`config.mk`:
```
export PLATFORM = sky130hd
export DESIGN_NAME = source_flood_detector_top
export DESIGN_NICKNAME = d
export VERILOG_FILES = /design/src/hdl/sfd_pkg.sv /design/src/hdl/sfd_cmp.sv /design/src/hdl/sfd_table.sv /design/src/hdl/sfd_ctrl.sv /design/src/hdl/source_flood_detector_top.sv
export VERILOG_INCLUDE_DIRS = /design/src /design/src/hdl
export SDC_FILE = /design/constraint.sdc
export NUM_CORES = 2
export LEC_CHECK = 0
export BUFFER_PORTS_ARGS = -buffer_cell sky130_fd_sc_hd__clkbuf_2
export CAP_MARGIN = 20
export CORE_UTILIZATION = 65
export CTS_BUF_LIST = sky130_fd_sc_hd__clkbuf_8
export CTS_CLUSTER_DIAMETER = 30
export DETAILED_ROUTE_END_ITERATION = 16
export PLACE_DENSITY = 0.82
export SETUP_SLACK_MARGIN = 0.4
export SYNTH_ARGS = -nofsm -noshare
export SYNTH_HDL_FRONTEND = slang
export SYNTH_HIERARCHICAL = 1
export SYNTH_SLANG_ARGS = --single-unit
```
`constraint.sdc`:
```
create_clock -name clk -period 6 [get_ports clk]
set_input_delay 0.6 -clock clk [delete_from_list [all_inputs] [get_ports clk]]
set_output_delay 0.6 -clock clk [all_outputs]
set_load 0.01 [all_outputs]
```
`src/hdl/source_flood_detector_top_assert.svh`:
```
// Assertion macros used by the source flood detector sequencer.
`ifndef SOURCE_FLOOD_DETECTOR_TOP_ASSERT_SVH
`define SOURCE_FLOOD_DETECTOR_TOP_ASSERT_SVH

// Same-cycle implication, disabled during reset.
`define SFD_ASSERT_SAME(label, clk, rst, ante, cons) \
  label: assert property (@(posedge clk) disable iff (rst) (ante) |-> (cons)) \
    else $error("sfd: same-cycle check failed");

// Next-cycle implication, disabled during reset.
`define SFD_ASSERT_NEXT(label, clk, rst, ante, cons) \
  label: assert property (@(posedge clk) disable iff (rst) (ante) |=> (cons)) \
    else $error("sfd: next-cycle check failed");

`endif

```
`src/hdl/sfd_pkg.sv`:
```
// Shared constants and types of the source flood detector.
package sfd_pkg;

  localparam int TABLE_ENTRIES_DEFAULT = 32;

  localparam int WORD_W  = 32;
  localparam int ADDR_W  = 32;
  localparam int COUNT_W = 16;

  localparam logic [COUNT_W-1:0] COUNT_MAX       = 16'hFFFF;
  localparam logic [COUNT_W-1:0] COUNT_ONE       = 16'd1;
  localparam logic [COUNT_W-1:0] THRESHOLD_RESET = 16'd4096;

  // Input kinds carried on the slave tuser bit.
  localparam logic ACT_PACKET = 1'b0;
  localparam logic ACT_CLEAR  = 1'b1;

  // Configuration port: one register word, byte address bit 2 selects it.
  localparam int CFG_ADDR_W = 3;
  localparam int CFG_DATA_W = 32;
  localparam logic REG_THRESHOLD = 1'b0;

  // Table write and clear strobes from the sequencer.
  typedef struct packed {
    logic ent_we;
    logic rank_we;
    logic clear_all;
  } tbl_ctl_t;

  // Outputs of the shared compare unit.
  typedef struct packed {
    logic eq;
    logic lt;
    logic gt;
  } cmp_res_t;

endpackage

```
`src/hdl/sfd_cmp.sv`:
```
// Shared compare and increment unit used by the scan, resolve, update and finish steps of the sequencer.
module sfd_cmp (
  input  logic [sfd_pkg::WORD_W-1:0] a,
  input  logic [sfd_pkg::WORD_W-1:0] b,
  output sfd_pkg::cmp_res_t          res,
  output logic [sfd_pkg::WORD_W-1:0] inc
);

  always_comb begin
    res.eq = (a == b);
    res.lt = (a < b);
    res.gt = (a > b);
    inc    = a + sfd_pkg::WORD_W'(1);
  end

endmodule

```
`src/hdl/sfd_table.sv`:
```
// Entry storage: address, count and rank memories plus per-entry flag bits.
module sfd_table #(
  parameter int TABLE_ENTRIES = sfd_pkg::TABLE_ENTRIES_DEFAULT,
  localparam int IdxW = $clog2(TABLE_ENTRIES)
) (
  input  logic                       clk,
  input  logic                       rst,
  input  sfd_pkg::tbl_ctl_t          ctl,
  input  logic [IdxW-1:0]            rd_idx,
  input  logic [IdxW-1:0]            wr_slot,
  input  logic [sfd_pkg::ADDR_W-1:0] wr_addr,
  input  logic [sfd_pkg::COUNT_W-1:0] wr_count,
  input  logic [IdxW-1:0]            rank_idx,
  input  logic [IdxW-1:0]            rank_val,
  output logic                       ent_valid,
  output logic [sfd_pkg::ADDR_W-1:0] ent_addr,
  output logic [sfd_pkg::COUNT_W-1:0] ent_count,
  output logic [IdxW-1:0]            ent_rank
);

  logic [sfd_pkg::ADDR_W-1:0]  addr_mem  [TABLE_ENTRIES];
  logic [sfd_pkg::COUNT_W-1:0] count_mem [TABLE_ENTRIES];
  logic [IdxW-1:0]             rank_mem  [TABLE_ENTRIES];

  // valid: entry holds a source; live: count written since last clear;
  // ranked: rank written since reset (else rank equals the entry index).
  logic [TABLE_ENTRIES-1:0] valid;
  logic [TABLE_ENTRIES-1:0] live;
  logic [TABLE_ENTRIES-1:0] ranked;

  logic [sfd_pkg::COUNT_W-1:0] count_raw;
  logic [IdxW-1:0]             rank_raw;
  logic [IdxW-1:0]             idx_q;
  logic                        live_q;
  logic                        ranked_q;

  always_ff @(posedge clk) begin
    if (ctl.ent_we) begin
      addr_mem[wr_slot]  <= wr_addr;
      count_mem[wr_slot] <= wr_count;
    end
    if (ctl.rank_we) begin
      rank_mem[rank_idx] <= rank_val;
    end
    ent_addr  <= addr_mem[rd_idx];
    count_raw <= count_mem[rd_idx];
    rank_raw  <= rank_mem[rd_idx];
    ent_valid <= valid[rd_idx];
    live_q    <= live[rd_idx];
    ranked_q  <= ranked[rd_idx];
    idx_q     <= rd_idx;
  end

  always_ff @(posedge clk) begin
    if (rst) begin
      valid  <= '0;
      live   <= '0;
      ranked <= '0;
    end else begin
      if (ctl.clear_all) begin
        live <= '0;
      end else if (ctl.ent_we) begin
        live[wr_slot] <= 1'b1;
      end
      if (ctl.ent_we) begin
        valid[wr_slot] <= 1'b1;
      end
      if (ctl.rank_we) begin
        ranked[rank_idx] <= 1'b1;
      end
    end
  end

  assign ent_count = live_q ? count_raw : '0;
  assign ent_rank  = ranked_q ? rank_raw : idx_q;

endmodule

```
`src/hdl/sfd_ctrl.sv`:
```
// Sequencer: scan pass, entry update, rank update pass and result register.
`include "source_flood_detector_top_assert.svh"

module sfd_ctrl #(
  parameter int TABLE_ENTRIES = sfd_pkg::TABLE_ENTRIES_DEFAULT,
  localparam int IdxW = $clog2(TABLE_ENTRIES)
) (
  input  logic                        clk,
  input  logic                        rst,
  input  logic [sfd_pkg::COUNT_W-1:0] threshold,
  input  logic                        in_valid,
  output logic                        in_ready,
  input  logic                        in_action,
  input  logic [sfd_pkg::ADDR_W-1:0]  in_addr,
  output logic                        out_valid,
  input  logic                        out_ready,
  output logic [sfd_pkg::COUNT_W-1:0] out_count,
  output logic                        out_present,
  output logic                        out_evicted,
  output logic                        out_attacker,
  output sfd_pkg::tbl_ctl_t           tbl_ctl,
  output logic [IdxW-1:0]             rd_idx,
  output logic [IdxW-1:0]             wr_slot,
  output logic [sfd_pkg::ADDR_W-1:0]  wr_addr,
  output logic [sfd_pkg::COUNT_W-1:0] wr_count,
  output logic [IdxW-1:0]             rank_idx,
  output logic [IdxW-1:0]             rank_val,
  input  logic                        ent_valid,
  input  logic [sfd_pkg::ADDR_W-1:0]  ent_addr,
  input  logic [sfd_pkg::COUNT_W-1:0] ent_count,
  input  logic [IdxW-1:0]             ent_rank
);

  localparam logic [IdxW-1:0] LAST = IdxW'(TABLE_ENTRIES - 1);
  localparam int PadRank  = sfd_pkg::WORD_W - IdxW;
  localparam int PadCount = sfd_pkg::WORD_W - sfd_pkg::COUNT_W;

  typedef enum logic [4:0] {
    S_IDLE    = 5'b00001,
    S_SCAN    = 5'b00010,
    S_RESOLVE = 5'b00100,
    S_UPDATE  = 5'b01000,
    S_FINISH  = 5'b10000
  } state_t;

  state_t state;

  logic [IdxW-1:0]             idx;
  logic                        iss;
  logic                        pend;
  logic [IdxW-1:0]             pidx;
  logic [sfd_pkg::ADDR_W-1:0]  key;
  logic                        hit;
  logic [IdxW-1:0]             hit_slot;
  logic [IdxW-1:0]             hit_rank;
  logic [sfd_pkg::COUNT_W-1:0] cur_count;
  logic [IdxW-1:0]             lru_slot;
  logic                        lru_valid;
  logic [IdxW-1:0]             slot;
  logic [IdxW-1:0]             old_rank;
  logic [sfd_pkg::COUNT_W-1:0] count_res;
  logic                        evict;

  logic [sfd_pkg::WORD_W-1:0]  op_a;
  logic [sfd_pkg::WORD_W-1:0]  op_b;
  sfd_pkg::cmp_res_t           cmp;
  logic [sfd_pkg::WORD_W-1:0]  cmp_inc;

  logic                        accept;
  logic                        out_free;
  logic [IdxW-1:0]             slot_sel;
  logic [sfd_pkg::COUNT_W-1:0] count_new;

  sfd_cmp u_cmp (
    .a   (op_a),
    .b   (op_b),
    .res (cmp),
    .inc (cmp_inc)
  );

  // Route the shared unit's operands by step.
  always_comb begin
    unique case (state)
      S_UPDATE: begin
        op_a = {{PadRank{1'b0}}, ent_rank};
        op_b = {{PadRank{1'b0}}, old_rank};
      end
      S_RESOLVE: begin
        op_a = {{PadCount{1'b0}}, cur_count};
        op_b = {{PadCount{1'b0}}, sfd_pkg::COUNT_MAX};
      end
      S_FINISH: begin
        op_a = {{PadCount{1'b0}}, count_res};
        op_b = {{PadCount{1'b0}}, threshold};
      end
      default: begin
        op_a = key;
        op_b = ent_addr;
      end
    endcase
  end

  assign in_ready = (state == S_IDLE);
  assign accept   = in_valid && in_ready;
  assign out_free = !out_valid || out_ready;

  assign slot_sel  = hit ? hit_slot : lru_slot;
  assign count_new = !hit ? sfd_pkg::COUNT_ONE
                   : (cmp.eq ? sfd_pkg::COUNT_MAX : cmp_inc[sfd_pkg::COUNT_W-1:0]);

  always_comb begin
    tbl_ctl.ent_we    = (state == S_RESOLVE);
    tbl_ctl.rank_we   = (state == S_UPDATE) && pend;
    tbl_ctl.clear_all = accept && (in_action == sfd_pkg::ACT_CLEAR);
    rd_idx   = idx;
    wr_slot  = slot_sel;
    wr_addr  = key;
    wr_count = count_new;
    rank_idx = pidx;
    if (pidx == slot) begin
      rank_val = '0;
    end else if (cmp.lt) begin
      rank_val = cmp_inc[IdxW-1:0];
    end else begin
      rank_val = ent_rank;
    end
  end

  always_ff @(posedge clk) begin
    if (rst) begin
      state     <= S_IDLE;
      iss       <= 1'b0;
      pend      <= 1'b0;
      out_valid <= 1'b0;
    end else begin
      pend <= iss;
      pidx <= idx;
      if (iss) begin
        if (idx == LAST) begin
          iss <= 1'b0;
        end else begin
          idx <= idx + IdxW'(1);
        end
      end
      // Drop the result once taken, unless a new one loads in this cycle.
      if (out_valid && out_ready && (state != S_FINISH)) begin
        out_valid <= 1'b0;
      end

      unique case (state)
        S_IDLE: begin
          if (accept) begin
            key <= in_addr;
            hit <= 1'b0;
            if (in_action == sfd_pkg::ACT_CLEAR) begin
              count_res <= '0;
              evict     <= 1'b0;
              state     <= S_FINISH;
            end else begin
              idx   <= '0;
              iss   <= 1'b1;
              state <= S_SCAN;
            end
          end
        end
        S_SCAN: begin
          if (pend) begin
            if (ent_valid && cmp.eq && !hit) begin
              hit       <= 1'b1;
              hit_slot  <= pidx;
              hit_rank  <= ent_rank;
              cur_count <= ent_count;
            end
            if (ent_rank == LAST) begin
              lru_slot  <= pidx;
              lru_valid <= ent_valid;
            end
            if (pidx == LAST) begin
              state <= S_RESOLVE;
            end
          end
        end
        S_RESOLVE: begin
          slot      <= slot_sel;
          old_rank  <= hit ? hit_rank : LAST;
          count_res <= count_new;
          evict     <= !hit && lru_valid;
          idx       <= '0;
          iss       <= 1'b1;
          state     <= S_UPDATE;
        end
        S_UPDATE: begin
          if (pend && (pidx == LAST)) begin
            state <= S_FINISH;
          end
        end
        S_FINISH: begin
          // Hold the result until the output register frees up.
          if (out_free) begin
            out_valid    <= 1'b1;
            out_count    <= count_res;
            out_present  <= hit;
            out_evicted  <= evict;
            out_attacker <= cmp.gt;
            state        <= S_IDLE;
          end
        end
        default: begin
          state <= S_IDLE;
        end
      endcase
    end
  end

  `SFD_ASSERT_NEXT(a_hit_no_evict, clk, rst, (state == S_RESOLVE) && hit, !evict)
  `SFD_ASSERT_NEXT(a_count_nonzero, clk, rst, state == S_RESOLVE, count_res != '0)
  `SFD_ASSERT_NEXT(a_update_ends, clk, rst,
                   (state == S_UPDATE) && pend && (pidx == LAST), state == S_FINISH)
  `SFD_ASSERT_NEXT(a_result_loaded, clk, rst, (state == S_FINISH) && out_free,
                   out_valid && (state == S_IDLE))

endmodule

```
`src/hdl/source_flood_detector_top.sv`:
```
// Top level of the source flood detector: stream ports, register port, table.
//
// Slave stream: one transaction per event. s_tuser[0] is the kind (packet or
// clear), s_tdata carries the IPv4 source address. Master stream: one
// transaction per event with the source's updated count in m_tdata and the
// hit, eviction and attacker flags in m_tuser.
// A packet event walks the whole table twice through one shared compare
// unit: a lookup pass and a recency update pass, one entry per cycle each.
// The result is valid once both passes are done, and s_tready rises in
// that same cycle, so a new packet is only taken after the last one's
// result has loaded. A clear event skips both passes and goes straight to
// the result step: all counts drop at once through per-entry flag bits.
// A finished result sits in the output register; the next event is taken
// while it waits. If m_tready stays low, the following result holds in the
// sequencer and s_tready stays low until the register frees up.
// Reset empties the table, restores the recency order and loads the attack
// threshold with its default; no clearing pass is needed.
// The threshold register sits at byte address 0 of the APB-style port.
module source_flood_detector_top #(
  parameter int TABLE_ENTRIES = sfd_pkg::TABLE_ENTRIES_DEFAULT
) (
  input  logic                           clk,
  input  logic                           rst,
  input  logic                           s_tvalid,
  output logic                           s_tready,
  input  logic [31:0]                    s_tdata,   // [31:0] source_address
  input  logic [0:0]                     s_tuser,   // [0] action
  output logic                           m_tvalid,
  input  logic                           m_tready,
  output logic [15:0]                    m_tdata,   // [15:0] packet_count
  output logic [2:0]                     m_tuser,   // [0] was_present [1] evicted
                                                    // [2] attacker
  input  logic                           psel,
  input  logic                           penable,
  input  logic                           pwrite,
  input  logic [sfd_pkg::CFG_ADDR_W-1:0] paddr,
  input  logic [sfd_pkg::CFG_DATA_W-1:0] pwdata,
  output logic [sfd_pkg::CFG_DATA_W-1:0] prdata,
  output logic                           pready
);

  localparam int IdxW = $clog2(TABLE_ENTRIES);
  localparam int PadThr = sfd_pkg::CFG_DATA_W - sfd_pkg::COUNT_W;

  logic [sfd_pkg::COUNT_W-1:0] threshold;
  logic                        reg_hit;

  sfd_pkg::tbl_ctl_t           tbl_ctl;
  logic [IdxW-1:0]             rd_idx;
  logic [IdxW-1:0]             wr_slot;
  logic [sfd_pkg::ADDR_W-1:0]  wr_addr;
  logic [sfd_pkg::COUNT_W-1:0] wr_count;
  logic [IdxW-1:0]             rank_idx;
  logic [IdxW-1:0]             rank_val;
  logic                        ent_valid;
  logic [sfd_pkg::ADDR_W-1:0]  ent_addr;
  logic [sfd_pkg::COUNT_W-1:0] ent_count;
  logic [IdxW-1:0]             ent_rank;

  assign pready  = 1'b1;
  assign reg_hit = (paddr[sfd_pkg::CFG_ADDR_W-1:2] == sfd_pkg::REG_THRESHOLD);
  assign prdata  = reg_hit ? {{PadThr{1'b0}}, threshold} : '0;

  always_ff @(posedge clk) begin
    if (rst) begin
      threshold <= sfd_pkg::THRESHOLD_RESET;
    end else if (psel && penable && pwrite && pready && reg_hit) begin
      threshold <= pwdata[sfd_pkg::COUNT_W-1:0];
    end
  end

  sfd_ctrl #(
    .TABLE_ENTRIES (TABLE_ENTRIES)
  ) u_ctrl (
    .clk          (clk),
    .rst          (rst),
    .threshold    (threshold),
    .in_valid     (s_tvalid),
    .in_ready     (s_tready),
    .in_action    (s_tuser[0]),
    .in_addr      (s_tdata),
    .out_valid    (m_tvalid),
    .out_ready    (m_tready),
    .out_count    (m_tdata),
    .out_present  (m_tuser[0]),
    .out_evicted  (m_tuser[1]),
    .out_attacker (m_tuser[2]),
    .tbl_ctl      (tbl_ctl),
    .rd_idx       (rd_idx),
    .wr_slot      (wr_slot),
    .wr_addr      (wr_addr),
    .wr_count     (wr_count),
    .rank_idx     (rank_idx),
    .rank_val     (rank_val),
    .ent_valid    (ent_valid),
    .ent_addr     (ent_addr),
    .ent_count    (ent_count),
    .ent_rank     (ent_rank)
  );

  sfd_table #(
    .TABLE_ENTRIES (TABLE_ENTRIES)
  ) u_table (
    .clk       (clk),
    .rst       (rst),
    .ctl       (tbl_ctl),
    .rd_idx    (rd_idx),
    .wr_slot   (wr_slot),
    .wr_addr   (wr_addr),
    .wr_count  (wr_count),
    .rank_idx  (rank_idx),
    .rank_val  (rank_val),
    .ent_valid (ent_valid),
    .ent_addr  (ent_addr),
    .ent_count (ent_count),
    .ent_rank  (ent_rank)
  );

endmodule

```
==> Yosys cells after proc, flatten, opt, wreduce, memory -nomap -nowiden <==
Memories as Yosys holds them, arrays and structs flattened. A register that Yosys moved wholly into a read port is not among the register bits.
Cells that the tools add are included.
{ "totals": {"ramBits": 1696, "out_inout_bits": 54, "regBits": 249, "memories": 3, "wordCells": 145} }
{ "op_classes": {"add_sub_neg": 2, "n_bitwise": 5, "order_cmp": 7, "eq_ne": 18, "reduce_logical": 28, "mux": 53} }
{ "mem_list": {"columns": ["name", "depth", "width", "read_ports", "rd_clocked_by_memory_dff", "wr", "line_no", "source"], "rows": [
  ["u_table.addr_mem", 32, 32, 1, 1, 1, "sfd_table.sv:21", "logic [sfd_pkg::ADDR_W-1:0] addr_mem [TABLE_ENTRIES];"],
  ["u_table.count_mem", 32, 16, 1, 1, 1, "sfd_table.sv:22", "logic [sfd_pkg::COUNT_W-1:0] count_mem [TABLE_ENTRIES];"],
  ["u_table.rank_mem", 32, 5, 1, 1, 1, "sfd_table.sv:23", "logic [IdxW-1:0] rank_mem [TABLE_ENTRIES];"]
]} }
{ "ops": {"columns": ["operator", "count"], "rows": [
  ["one-hot mux 32 bit (3 select lines)", 2],
  ["OR 32 bit", 3],
  ["two-way mux 16 bit", 5],
  ["two-way mux 5 bit", 14],
  ["equality test 32 bit", 1],
  ["> comparator 32 bit", 1],
  ["less-than comparator 32 bit", 1],
  ["one-hot mux 16 bit (2 select lines)", 1],
  ["one-hot mux 5 bit (5 select lines)", 1],
  ["two-way mux 1 bit", 21],
  ["equality test 5 bit (second input constant)", 4],
  ["less-than comparator 5 x 6 -> 1 bit (second input constant)", 3],
  ["adder 16 x 1 -> 16 bit (second input constant)", 1],
  ["binary-select mux 1 bit (select 5 bit)", 3],
  ["logical AND 1 bit", 14],
  ["AND reduction 4 bit", 3],
  ["demux 1 bit (select 5 bit)", 2],
  [">= comparator 5 x 1 -> 1 bit (second input constant)", 2],
  ["one-hot mux 5 bit (2 select lines)", 1],
  ["AND reduction 5 bit", 2],
  ["inequality test 2 x 1 -> 1 bit (second input constant)", 4],
  ["inequality test 2 bit (second input constant)", 3],
  ["one-hot mux 1 bit (2 select lines)", 3],
  ["AND reduction 3 bit", 2],
  ["13 further kinds", 16]
]} }

==> Depth between registers and ports, before layout <==
{ "depth": {"word_depth": 8, "mapped_depth": 18, "mapped_depth_nobuf": 14} }

==> Hierarchy <==
The synthesis kept the hierarchy.
{ "modules_own_cells": {"columns": ["mod", "area_each_um2", "n_inst", "cells_per_inst"], "rows": [
  ["sfd_table", 71009.4, 1, 4160],
  ["sfd_ctrl", 5525.3, 1, 397],
  ["sfd_cmp", 1421.4, 1, 196],
  ["source_flood_detector_top", 982.2, 1, 106]
]} }

==> Least setup slack after synthesis <==
Ideal clock, no wire load.
{ "synth_timing": {"kind": "register to register", "startpoint": "reg u_ctrl.state[0]", "endpoint": "reg u_ctrl/cur_count[0] (netlist bit) (enable)", "t_required_ns": 5.558, "path_stages_with_launch": 16, "period_less_slack_ns": 5.465, "setup_ns": 0.442, "arrival_ns": 5.024, "path_buffers": 4, "slack_ns": 0.535, "path_cell_list": "dfxtp_1 -> buf_6 -> or3_4 -> a21o_4 -> nand2_1 -> buf_4 -> o21ai_0 -> ha_1 -> nand4_1 -> nor4_1 -> nand2_1 -> nor2_1 -> clkbuf_1 -> clkbuf_1 -> nand4b_1 -> nor3_1"} }
{ "synth_lines": {"columns": ["item", "line_no", "source"], "rows": [
  ["start, declared", "sfd_ctrl.sv:46", "state_t state;"],
  ["start signal, assigned", "sfd_ctrl.sv:131", "state <= S_IDLE;"],
  ["start signal, assigned", "sfd_ctrl.sv:158", "state <= S_FINISH;"],
  ["start signal, assigned", "sfd_ctrl.sv:162", "state <= S_SCAN;"],
  ["end signal, assigned", "sfd_ctrl.sv:172", "cur_count <= ent_count;"],
  ["end, declared", "sfd_ctrl.sv:56", "logic [sfd_pkg::COUNT_W-1:0] cur_count;"]
]} }

==> summary.txt <==
Status
  • Status: finished, final reports clean

Critical path
  • Worst R2R End: u_table/rank_mem[23][0]
  • Reg2Reg Depth: 12
  • R2r setup slk: 0.79 ns
  • Worst setup path endpoint: u_table/rank_mem[23][0]
  • Maximum fanout along the worst path: 49
  • Crit path largest cell delay: approximately 0.6 ns
  • Critical path depth: 12
  • Reg-to-reg startpoint: u_ctrl/state[3]
  • Setup crit start: u_ctrl/state[3]
  • Cell repeated most along the worst path: nand2_1
  • Slowest CP cell: nor2_4
  • WP data required: 6.64 ns
  • Crit-path cells: nand2b_1, a21o_4, nand2_1, o21ai_0, ha_1, a21oi_1, nand2_1, a221o_1, o31ai_1, and2_1, mux2i_1, nor2_4
  • Critical setup path kind: reg -> reg
  • Critical path's top delay family: compound AO/OA/AOI/OAI gates
  • CP bufs+invs: 0
  • Crit path DAT: roughly 5.9 ns
  • Worst setup EP type: flip-flop
  • Type of origin of the critical path: flip-flop

Cells and area
  • Fraction of layout cells with a size suffix above 1: 15.31%
  • Synth-to-layout area growth: 13.62%
  • Most common cell after layout, fill and taps aside: edfxtp_1
  • Fin nets: 5298
  • Commonest non-fill, non-tap cells in the layout: edfxtp_1 (1817), mux2i_1 (917), clkbuf_8 (378), a21oi_1 (199), nand2_1 (192)
  • Fin area: 89300 µm²

Floorplan
  • Die H: 349.7 µm
  • Core area: 120000 µm²
  • DIE AREA: 122300 µm²
  • Die X: roughly 350 µm
  • I/O pin count: 129
  • Initial core utilization: 65.51%
  • # rows: between 100 and 150

Timing
  • Fin crit share: 86.80%
  • Setup Skew: 0.08550 ns
  • Worst-Margin Slew: ~1.3 ns
  • Max-slew headroom at the worst pin: roughly 16%
  • Slew Viols, Final: 0
  • RSZ-0062 raised after global routing: false
  • Tmin final: 5.208 ns
  • Total Neg Setup Slack: 0 ns
  • F_max: 0.1920 GHz
  • Finish-stage setup viols: 0
  • Worst Hold Slack: 0.1551 ns
  • Fin worst setup slack: around 0.79 ns
  • Final hold violation count: 0

Synthesis
  • Syn Std Cell Area: 78600 µm²
  • Mapped Cells: 4814
  • Syn_area_per_cell: 16.33 µm²
  • Yosys warns: 6

Placement
  • HPWL after DPL: 103.6 mm
  • GPL Wtd Cong: 0.9448
  • DP Worst Slack: 0.4219 ns
  • Buffers on Ports: 93
  • Area after DPL: 81200 µm²

Clocking
  • Reg clk slew, reported paths: 0.06 ns
  • H-tree levels: 5
  • Root Driver: clkbuf_8
  • Num CTS Buffers: about 360
  • Num Clock Sinks: 1998
  • TritonCTS clock tree: yes
  • Longest Clk Path Bufs: 4
  • Post-CTS setup buffer count: 0
  • Clk_lat worst skew: between 1 and 1.5 ns

Drt
  • Drt total wl: 201.9 mm
  • Routed via count: 46230
  • Drt drc: 0
  • DRT iter0 DRCs: 6470
  • Vias/cell: ~6.5
  • Detailed Routing Iterations Pass 1: 10
  • Avg WL per Cell: 28.48 µm
  • Antenna Nets Post-Route: 0

Run
  • Number of max-cap violations: 0

GRT
  • Largest net degree at the start of global routing: approximately 120
  • Number of global-route vias before repair: 46190
  • Total gr overflow: 0
  • Global-route usage over all layers: 32.98%
  • Initial antenna violation count: 4
  • First-pass GRT wire length: 291.4 mm

Hold path
  • Hold path startpoint: s_tvalid
  • HP Class: in -> reg

Pwr
  • Leakage: 31.78 nW
  • Power density over cell area: between 300 and 400 nW/µm²
  • Peak VDD IR: 315.1 µV
[sequential cells by signal, indices dropped and copies added (netlist names), 16 cells and up]
name               count
u_table/addr_mem    1024
u_table/count_mem    512
u_table/rank_mem     160
u_ctrl/wr_addr        32
u_table/ent_addr      32
u_table/live          32
u_table/ranked        32
u_table/valid         32
threshold             16
u_ctrl/count_res      16
u_ctrl/cur_count      16
u_ctrl/out_count      16
u_table/count_raw     16
[worst reg2reg max path, delay by kind of cell, from the launching register on]
family | cells | cell delay, ns
DFF | 1 | 0.39
AOI/OAI and AO/OA | 5 | 2.08
muxes | 1 | 0.17
and+or+nand+nor | 5 | 1.85
adders and majority gates | 1 | 0.34
[worst min-delay path by stage]
stage          depth (start not counted)             endpoint  slack, ns
2_1_floorplan                          0   u_ctrl/out_evicted       0.40
5_1_grt                                3      u_ctrl/state[0]       0.17
3_5_place_dp                           0  u_ctrl/out_count[8]       0.44
4_1_cts                                3      u_ctrl/state[0]       0.08
3_3_place_gp                           0   u_ctrl/out_evicted       0.44
6_report                               3      u_ctrl/state[0]       0.16
[power breakdown]
group,switching (W),internal (W),total (W)
Sequential,0.000181,0.0156,0.0158
Clock,0.00564,0.00746,0.0131
Combinational,0.00217,0.00121,0.00338
Total,0.00799,0.0243,0.0323
[what timing repair did]
item	4_1_cts	5_1_grt
hold buffers	51	0
endpoints found under the hold margin	56	0
gates resized for setup	4	10
endpoints found under the setup margin	75	425
[area by class of cell]
| type | instances | area [µm²] |
|---|---|---|
| Antenna cell | 9 | 22.52 |
| Clock buffer | 378 | 5202 |
| Clock inverter | 262 | 2240 |
| Fill cell | 6649 | 30670 |
| Inverter | 48 | 180.2 |
| Multi-Input combinational cell | 2497 | 18880 |
| Sequential cell | 1998 | 58190 |
| Tap cell | 1612 | 2017 |
| Timing Repair Buffer | 283 | 2577 |
[routing by layer]
layer | vias up | track usage (%) | part of all wire, %
met5 | - | 0 | 0.0040
met4 | 2 | 16.17 | 4.9
met3 | 656 | 7.537 | 12
met2 | 3141 | 52.11 | 47
met1 | 22940 | 43.60 | 36
li1 | 19490 | - | -
[stage by stage]
stage / total power (W) / std cells / util (%)
global route: 0.03318 / 7082 / 74.43
global placement: 0.01918 / 6377 / 67.59
finish: 0.03227 / 7087 / 74.44
CTS: 0.03225 / 7073 / 74.33
floorplan: 0.01832 / 4829 / -
detailed placement: 0.01929 / 6382 / 67.68
(Power assumes the default switching activity.)
